--- src/design/mcfc_pkg.sv ---
// ----------------------------------------------------------------------------
// Motor command fault controller package
// Shared event codes, reply codes, motor mode codes and register constants.
// ----------------------------------------------------------------------------
package mcfc_pkg;

  // Field widths of events, replies, periods and the register bus.
  localparam int unsigned OpcodeWidth = 3;
  localparam int unsigned ReplyWidth  = 3;
  localparam int unsigned ModeWidth   = 2;
  localparam int unsigned PeriodWidth = 16;
  localparam int unsigned AddrWidth   = 3;
  localparam int unsigned DataWidth   = 32;

  typedef logic [OpcodeWidth-1:0] opcode_t;
  typedef logic [ReplyWidth-1:0]  reply_t;
  typedef logic [ModeWidth-1:0]   mode_t;
  typedef logic [PeriodWidth-1:0] period_t;

  // Event codes.
  localparam opcode_t OP_TICK     = 3'd0;
  localparam opcode_t OP_START    = 3'd1;
  localparam opcode_t OP_STOP     = 3'd2;
  localparam opcode_t OP_STATUS   = 3'd3;
  localparam opcode_t OP_UNKNOWN  = 3'd4;
  localparam opcode_t OP_CHECKSUM = 3'd5;
  localparam opcode_t OP_BUTTON   = 3'd6;

  // Reply codes.
  localparam reply_t REPLY_NONE      = 3'd0;
  localparam reply_t REPLY_ACK       = 3'd1;
  localparam reply_t REPLY_FAULT     = 3'd2;
  localparam reply_t REPLY_STATUS    = 3'd3;
  localparam reply_t REPLY_HEARTBEAT = 3'd4;

  // Motor mode codes.
  localparam mode_t MODE_IDLE    = 2'd0;
  localparam mode_t MODE_RUNNING = 2'd1;
  localparam mode_t MODE_FAULT   = 2'd2;

  // Register indexes (taken from paddr[2]) and reset values.
  localparam logic REG_HEARTBEAT_PERIOD = 1'b0;
  localparam logic REG_BLINK_PERIOD     = 1'b1;

  localparam period_t HEARTBEAT_PERIOD_RESET = 16'd500;
  localparam period_t BLINK_PERIOD_RESET     = 16'd200;

endpackage

--- src/design/mcfc_stream_if.sv ---
// ----------------------------------------------------------------------------
// Motor command fault controller channels
// Valid/ready event channel and reply channel with their payloads.
// ----------------------------------------------------------------------------

// Event channel: one transaction carries one event.
interface mcfc_cmd_if
  import mcfc_pkg::*;
  ();
  logic    valid;
  logic    ready;
  opcode_t opcode;
  logic    button_level;

  modport source (output valid, output opcode, output button_level, input ready);
  modport sink   (input valid, input opcode, input button_level, output ready);
endinterface

// Reply channel: one transaction carries one reply.
interface mcfc_rsp_if
  import mcfc_pkg::*;
  ();
  logic   valid;
  logic   ready;
  reply_t reply_kind;
  mode_t  status_value;
  logic   led_level;

  modport source (output valid, output reply_kind, output status_value,
                  output led_level, input ready);
  modport sink   (input valid, input reply_kind, input status_value,
                  input led_level, output ready);
endinterface

--- src/design/motor_command_fault_controller.sv ---
// ----------------------------------------------------------------------------
// Motor command fault controller
// Latency: a reply is valid in the cycle after its event transaction.
// Throughput: one event per cycle; the single reply register is refilled in
// the same cycle it is taken, so the event channel stalls only on reply stall.
// Reset (rst, synchronous, active high): idle mode, counters cleared, LED off,
// button released, periods 500 and 200, reply register empty.
// ----------------------------------------------------------------------------
module motor_command_fault_controller
  import mcfc_pkg::*;
(
  input  logic                 clk,
  input  logic                 rst,
  mcfc_cmd_if.sink             cmd,
  mcfc_rsp_if.source           rsp,
  input  logic                 psel,
  input  logic                 penable,
  input  logic                 pwrite,
  input  logic [AddrWidth-1:0] paddr,
  input  logic [DataWidth-1:0] pwdata,
  output logic [DataWidth-1:0] prdata,
  output logic                 pready
);

  // Configuration registers.
  period_t heartbeat_period;
  period_t blink_period;

  // Controller state.
  mode_t   motor_mode;
  period_t heartbeat_elapsed;
  period_t blink_elapsed;
  logic    blink_phase;
  logic    led_pin;
  logic    button_last;

  // Reply register.
  logic    out_valid;
  reply_t  out_reply;
  mode_t   out_status;
  logic    out_led;

  // Next values.
  mode_t   motor_mode_next;
  period_t heartbeat_elapsed_next;
  period_t blink_elapsed_next;
  logic    blink_phase_next;
  logic    led_pin_next;
  logic    button_last_next;
  reply_t  reply_next;
  mode_t   status_next;

  logic    accept;
  logic    cfg_write;
  period_t hb_eff;
  period_t bl_eff;
  period_t hb_count;
  period_t bl_count;

  // Handshakes.
  assign cmd.ready = !out_valid || rsp.ready;
  assign accept    = cmd.valid && cmd.ready;
  assign pready    = 1'b1;
  assign cfg_write = psel && penable && pwrite && pready;

  // Register writes.
  always_ff @(posedge clk) begin
    if (rst) begin
      heartbeat_period <= HEARTBEAT_PERIOD_RESET;
      blink_period     <= BLINK_PERIOD_RESET;
    end else if (cfg_write) begin
      if (paddr[2] == REG_HEARTBEAT_PERIOD) begin
        heartbeat_period <= pwdata[PeriodWidth-1:0];
      end else begin
        blink_period <= pwdata[PeriodWidth-1:0];
      end
    end
  end

  // Register reads.
  always_comb begin
    if (paddr[2] == REG_HEARTBEAT_PERIOD) begin
      prdata = {{(DataWidth-PeriodWidth){1'b0}}, heartbeat_period};
    end else begin
      prdata = {{(DataWidth-PeriodWidth){1'b0}}, blink_period};
    end
  end

  // A period of zero behaves as one; counters step up and saturate there.
  assign hb_eff   = (heartbeat_period == '0) ? period_t'(1) : heartbeat_period;
  assign bl_eff   = (blink_period == '0) ? period_t'(1) : blink_period;
  assign hb_count = (heartbeat_elapsed < hb_eff) ? heartbeat_elapsed + period_t'(1) : hb_eff;
  assign bl_count = (blink_elapsed < bl_eff) ? blink_elapsed + period_t'(1) : bl_eff;

  // Event decode and state update.
  always_comb begin
    motor_mode_next        = motor_mode;
    heartbeat_elapsed_next = heartbeat_elapsed;
    blink_elapsed_next     = blink_elapsed;
    blink_phase_next       = blink_phase;
    led_pin_next           = led_pin;
    button_last_next       = button_last;
    reply_next             = REPLY_NONE;
    status_next            = MODE_IDLE;

    unique case (cmd.opcode)
      OP_TICK: begin
        heartbeat_elapsed_next = hb_count;
        blink_elapsed_next     = bl_count;
        if (motor_mode == MODE_FAULT && bl_count >= bl_eff) begin
          blink_elapsed_next = '0;
          blink_phase_next   = !blink_phase;
          led_pin_next       = !blink_phase;
        end
        if (motor_mode == MODE_RUNNING && hb_count >= hb_eff) begin
          heartbeat_elapsed_next = '0;
          reply_next             = REPLY_HEARTBEAT;
        end
      end
      OP_START: begin
        if (motor_mode == MODE_FAULT) begin
          reply_next = REPLY_FAULT;
        end else begin
          motor_mode_next        = MODE_RUNNING;
          heartbeat_elapsed_next = '0;
          reply_next             = REPLY_ACK;
        end
      end
      OP_STOP: begin
        motor_mode_next = MODE_IDLE;
        reply_next      = REPLY_ACK;
      end
      OP_STATUS: begin
        reply_next  = REPLY_STATUS;
        status_next = motor_mode;
      end
      OP_BUTTON: begin
        // A falling edge on the active-low button is an emergency stop.
        if (button_last && !cmd.button_level) begin
          motor_mode_next = MODE_FAULT;
          reply_next      = REPLY_FAULT;
        end
        button_last_next = cmd.button_level;
      end
      default: begin
        // Unknown command, checksum error and the unused code all fault.
        motor_mode_next = MODE_FAULT;
        reply_next      = REPLY_FAULT;
      end
    endcase

    // The LED follows the mode outside fault.
    if (motor_mode_next == MODE_RUNNING) begin
      led_pin_next = 1'b1;
    end else if (motor_mode_next == MODE_IDLE) begin
      led_pin_next = 1'b0;
    end
  end

  // State registers.
  always_ff @(posedge clk) begin
    if (rst) begin
      motor_mode        <= MODE_IDLE;
      heartbeat_elapsed <= '0;
      blink_elapsed     <= '0;
      blink_phase       <= 1'b0;
      led_pin           <= 1'b0;
      button_last       <= 1'b1;
    end else if (accept) begin
      motor_mode        <= motor_mode_next;
      heartbeat_elapsed <= heartbeat_elapsed_next;
      blink_elapsed     <= blink_elapsed_next;
      blink_phase       <= blink_phase_next;
      led_pin           <= led_pin_next;
      button_last       <= button_last_next;
    end
  end

  // Reply register valid flag.
  always_ff @(posedge clk) begin
    if (rst) begin
      out_valid <= 1'b0;
    end else if (accept) begin
      out_valid <= 1'b1;
    end else if (rsp.ready) begin
      out_valid <= 1'b0;
    end
  end

  // Reply register payload.
  always_ff @(posedge clk) begin
    if (accept) begin
      out_reply  <= reply_next;
      out_status <= status_next;
      out_led    <= led_pin_next;
    end
  end

  assign rsp.valid        = out_valid;
  assign rsp.reply_kind   = out_reply;
  assign rsp.status_value = out_status;
  assign rsp.led_level    = out_led;

  // Every accepted event leaves a reply pending in the next cycle.
  a_accept_gives_reply: assert property (@(posedge clk) disable iff (rst)
    accept |=> out_valid)
    else $error("accepted event produced no reply");

  // The LED is lit while running and dark while idle.
  a_led_follows_mode: assert property (@(posedge clk) disable iff (rst)
    (motor_mode == MODE_RUNNING |-> led_pin) and
    (motor_mode == MODE_IDLE |-> !led_pin))
    else $error("LED level disagrees with motor mode");

  // A pending fault reply means the controller sits in fault.
  a_fault_reply_mode: assert property (@(posedge clk) disable iff (rst)
    out_valid && out_reply == REPLY_FAULT |-> motor_mode == MODE_FAULT)
    else $error("fault reply while not in fault mode");

  // Status value is zero on every reply that is not a status response.
  a_status_only_on_status: assert property (@(posedge clk) disable iff (rst)
    out_valid && out_reply != REPLY_STATUS |-> out_status == MODE_IDLE)
    else $error("status value set on a non-status reply");

  // A granted start runs the motor and restarts heartbeat timing.
  a_start_runs: assert property (@(posedge clk) disable iff (rst)
    accept && cmd.opcode == OP_START && motor_mode != MODE_FAULT |=>
    motor_mode == MODE_RUNNING && heartbeat_elapsed == '0 && out_reply == REPLY_ACK)
    else $error("start did not run the motor");

endmodule
--- src/flat_wrapper.sv ---
// flat-port wrapper written by rule: the top's interface ports become plain ports
module motor_command_fault_controller_flat import mcfc_pkg::*;
  (clk, rst, psel, penable, pwrite, paddr, pwdata, prdata, pready, cmd_valid, cmd_opcode, cmd_button_level, cmd_ready, rsp_valid, rsp_reply_kind, rsp_status_value, rsp_led_level, rsp_ready);
  mcfc_cmd_if cmd_i ();
  mcfc_rsp_if rsp_i ();
  input  logic clk;
  input  logic rst;
  input  logic psel;
  input  logic penable;
  input  logic pwrite;
  input  logic [AddrWidth-1:0] paddr;
  input  logic [DataWidth-1:0] pwdata;
  output logic [DataWidth-1:0] prdata;
  output logic pready;
  input wire logic [$bits(cmd_i.valid)-1:0] cmd_valid;
  input wire logic [$bits(cmd_i.opcode)-1:0] cmd_opcode;
  input wire logic [$bits(cmd_i.button_level)-1:0] cmd_button_level;
  output wire logic [$bits(cmd_i.ready)-1:0] cmd_ready;
  output wire logic [$bits(rsp_i.valid)-1:0] rsp_valid;
  output wire logic [$bits(rsp_i.reply_kind)-1:0] rsp_reply_kind;
  output wire logic [$bits(rsp_i.status_value)-1:0] rsp_status_value;
  output wire logic [$bits(rsp_i.led_level)-1:0] rsp_led_level;
  input wire logic [$bits(rsp_i.ready)-1:0] rsp_ready;
  assign cmd_i.valid = cmd_valid;
  assign cmd_i.opcode = cmd_opcode;
  assign cmd_i.button_level = cmd_button_level;
  assign cmd_ready = cmd_i.ready;
  assign rsp_valid = rsp_i.valid;
  assign rsp_reply_kind = rsp_i.reply_kind;
  assign rsp_status_value = rsp_i.status_value;
  assign rsp_led_level = rsp_i.led_level;
  assign rsp_i.ready = rsp_ready;
  motor_command_fault_controller u_core (.clk(clk), .rst(rst), .cmd(cmd_i), .rsp(rsp_i), .psel(psel), .penable(penable), .pwrite(pwrite), .paddr(paddr), .pwdata(pwdata), .prdata(prdata), .pready(pready));
endmodule
--- config.mk ---
export PLATFORM = sky130hd
export DESIGN_NAME = motor_command_fault_controller_flat
export DESIGN_NICKNAME = d
export VERILOG_FILES = /design/src/design/mcfc_pkg.sv /design/src/design/mcfc_stream_if.sv /design/src/design/motor_command_fault_controller.sv /design/src/flat_wrapper.sv
export SDC_FILE = /design/constraint.sdc
export NUM_CORES = 1
export LEC_CHECK = 0
export BUFFER_PORTS_ARGS = -buffer_cell sky130_fd_sc_hd__buf_4
export CAP_MARGIN = 20
export CORE_AREA = 8 8 125 155
export CTS_CLUSTER_SIZE = 40
export DETAILED_ROUTE_END_ITERATION = 12
export DIE_AREA = 0 0 133 163
export PLACE_DENSITY = 0.64
export SYNTH_ARGS = -nofsm -noshare
export SYNTH_HDL_FRONTEND = slang
export SYNTH_SLANG_ARGS = --single-unit
export TNS_END_PERCENT = 100
--- constraint.sdc ---
create_clock -name clk -period 6.3 [get_ports clk]
set_input_delay 0.63 -clock clk [delete_from_list [all_inputs] [get_ports clk]]
set_output_delay 0.63 -clock clk [all_outputs]
set_load 0.01 [all_outputs]
==> results.yml <==
run_status:
  outcome: "finished, final reports clean"
detailed_routing:
  drcViolationCount: 0
  drt-wirelength-per-cell_um: 16.2
  wirelength_um: 16600
  antenna_left: 0
  drt-initial-drc-count: 308
  drt_pass1_iterations: 5
  vias_per_cell: 5.36
  vias: 5491
layout:
  fin_util_pct: 39.4
  n_antenna_cell: 0
  multiInputGateArea_um2: 3870
  final_common_cell: "nand2_1"
  seqCellArea_um2: 1580
  mostFrequentLayoutCells: "nand2_1 (138), dfxtp_1 (70), ha_1 (64)"
  syn_to_final_growth_pct: 13.9
  drive_above_1_share_pct: 10.3
  n_fill_cell: 1749
  nets: 909
sta:
  slew_headroom_pct: 26.1
  max_freq_ghz: 0.191
  finalSetupTns_ps: 0
  finalMaxSlewViolations: 0
  period_share_pct: 83.0
  rsz0062_at_grt: "false"
  tightest_slew_ps: 1110
  period_minus_slack_ps: 5230
  skew_ps: 7.49
  hold_viol: 0
  setup_viol: 0
clock_network:
  clkTransAtPathRegs_ps: 60
  cts_root_buf: "clkbuf_16"
  insertion_delay_ps: 340
  cts_resized: 0
  cts_buffer_depth: 2
  ctsHoldBuffers: 0
  cts_buffers: 9
  cts_tree: "yes"
  cts_sinks: 76
  postCtsSetupBuffers: 0
  cts-htree-levels: 3
yosys:
  ys_ff_latch: 76
  syn_avg_cell_area_um2: 7.58
  ys_types: 56
  synth_top_family_by_area: "simple AND/OR/NAND/NOR gates"
  syn_area_um2: 5800
  async_flop_share_pct: 0
  syn_inst: 765
  yosys_warnings: 0
  ys_seq_area_share_pct: 27.3
  synth-compound-area-share_pct: 22.6
  yosys.area_share.simple_pct: 22.9
  yosys.area_share.adder_pct: 13.8
  synthMuxAreaShare_pct: 3.56
  yosys.area_share.xor_xnor_pct: 2.72
  synth_flop_cell: "dfxtp_1"
  synth_edf_count: 6
worst_setup_path:
  worstPathRequired_ps: 6540
  crit_arrival_ps: 5460
  cp_max_fo: 14
  start_kind: "flip-flop"
  criticalPathCategory: "flip-flop to flip-flop"
  end_kind: "flip-flop"
hold_path:
  min_path_type: "flip-flop to flip-flop"
floorplanning:
  rows: 53
  dieArea_um2: 21700
  start_util_pct: 34.6
  die_w_um: 133
  die_h_um: 163
  pin_count: 87
  core_um2: 16800
job:
  cap_viol_max_count: 0
power_and_ir_drop:
  finalPower_mw: 1.17
  powerDensity_nw_per_um2: 178
  static-leakage-power_nw: 2.81
  max-vdd-ir-drop_mv: 0.0939
global_routing:
  overflow: 0
  grt_first_pass_wirelength_um: 26900
  grt_max_degree: 43
  grt_pass1_vias: 5236
  grt_antenna_before_repair: 0
  grt_use_total_pct: 15.4
placement:
  dp_hpwl_um: 12800
  gp_congestion: 0.868
  io_buffers: 51
==> registers in the layout (all words and copies together), names as in the netlist, 2 cells and up <==
register,flops
u_core.rsp.status_value,2
u_core.heartbeat_elapsed,16
u_core.heartbeat_period,16
u_core.motor_mode,2
u_core.blink_elapsed,16
u_core.rsp.reply_kind,3
u_core.blink_period,16
==> where the power goes <==
group	total, mW	leakage (nW)	switching, mW	internal (mW)
clock network	0.551	0.154	0.207	0.344
registers	0.508	0.626	0.0106	0.497
logic	0.114	2.03	0.0711	0.0429
total	1.17	2.81	0.289	0.884
==> cell type report <==
cell class	instances	share of cell area (%)
Multi-Input combinational cell	616	58.5
Sequential cell	76	23.9
Timing Repair Buffer	57	6.48
Tap cell	220	4.17
Clock buffer	10	3.47
Inverter	39	2.22
Clock inverter	6	1.19
==> synth_stat cells, types with 3 or more instances <==
master	number	area, um^2
inv_1	38	143
nand2b_1	13	81.3
o221ai_1	17	149
clkbuf_1	24	90.1
a21oi_1	55	275
and2_1	7	43.8
nand4_1	11	68.8
and4_1	3	26.3
buf_2	5	25.0
nor2b_1	3	18.8
xor2_1	9	78.8
and3_1	4	25.0
nor3_1	9	45.0
buf_4	17	128
ha_1	64	801
o311ai_0	3	26.3
or2_2	4	25.0
a31oi_1	11	68.8
o211ai_1	3	22.5
nand2_1	138	518
edfxtp_1	6	180
nor2_1	61	229
nand3b_1	3	22.5
a211o_1	10	87.6
mux2i_1	15	150
a22o_1	9	78.8
xnor2_1	9	78.8
a221o_1	5	50.1
o31a_1	3	26.3
a21o_1	4	30.0
mux2_2	5	56.3
o31ai_1	8	60.1
o21ai_0	61	305
dfxtp_1	70	1400
nor4_1	9	56.3
nand3_1	19	95.1
==> layer usage <==
layer | routed length, um | track usage (%) | up-vias
li1 | - | - | 2795
met3 | 697 | 2.53 | 26
met4 | 507 | 6.73 | 0
met5 | 0 | 0 | -
met1 | 7000 | 17.8 | 2555
met2 | 8360 | 27.3 | 115
==> through the flow <==
step           cell area [um^2]  hold WS, ps  setup WS (ps)  instances
5_1_grt                    6610          493            659       1024
3_5_place_dp               6300          469           1080       1008
6_report                   6610          478           1070       1024
2_1_floorplan              5860          446           1900        780
3_3_place_gp               6300          462           1150       1008
4_1_cts                    6610          478           1040       1024
==> logic make-up after synthesis <==
family | after synthesis
AND/OR/NAND/NOR | 293
AO/OA/AOI/OAI | 204
buffers and inverters | 88
flip-flops | 76
adder cells (fa/ha/maj) | 64
multiplexers | 20
XOR/XNOR | 18
other | 2
==> critical path, stage by stage, from the launching register on <==
cell and delay [ps]:
dfxtp_1 380, inv_1 100, ha_1 290, a21o_1 180, a211o_1 280, a31oi_1 230, o22ai_1 200, a211oi_4 630
o21ai_0 220, o21ai_0 120, ha_1 260, a2111oi_0 320, o21ai_0 170, a31o_1 250, o311ai_0 480, and2_1 250
nand2_1 370, o221ai_1 370
==> path summary, 6_finish.rpt <==
kind,from,end,slack (ps),cells after the start
min,u_core.blink_period[0]$_SDFFE_PP0P_,u_core.blink_period[0]$_SDFFE_PP0P_,480,2
max reg2reg,u_core.heartbeat_period[1]$_SDFFE_PP0P_,u_core.heartbeat_elapsed[6]$_SDFFE_PP0P_,1070,17
min reg2reg,u_core.blink_period[0]$_SDFFE_PP0P_,u_core.blink_period[0]$_SDFFE_PP0P_,480,2
max,u_core.heartbeat_period[1]$_SDFFE_PP0P_,u_core.heartbeat_elapsed[6]$_SDFFE_PP0P_,1070,17
No activity file was read; power rests on OpenSTA's default activity.
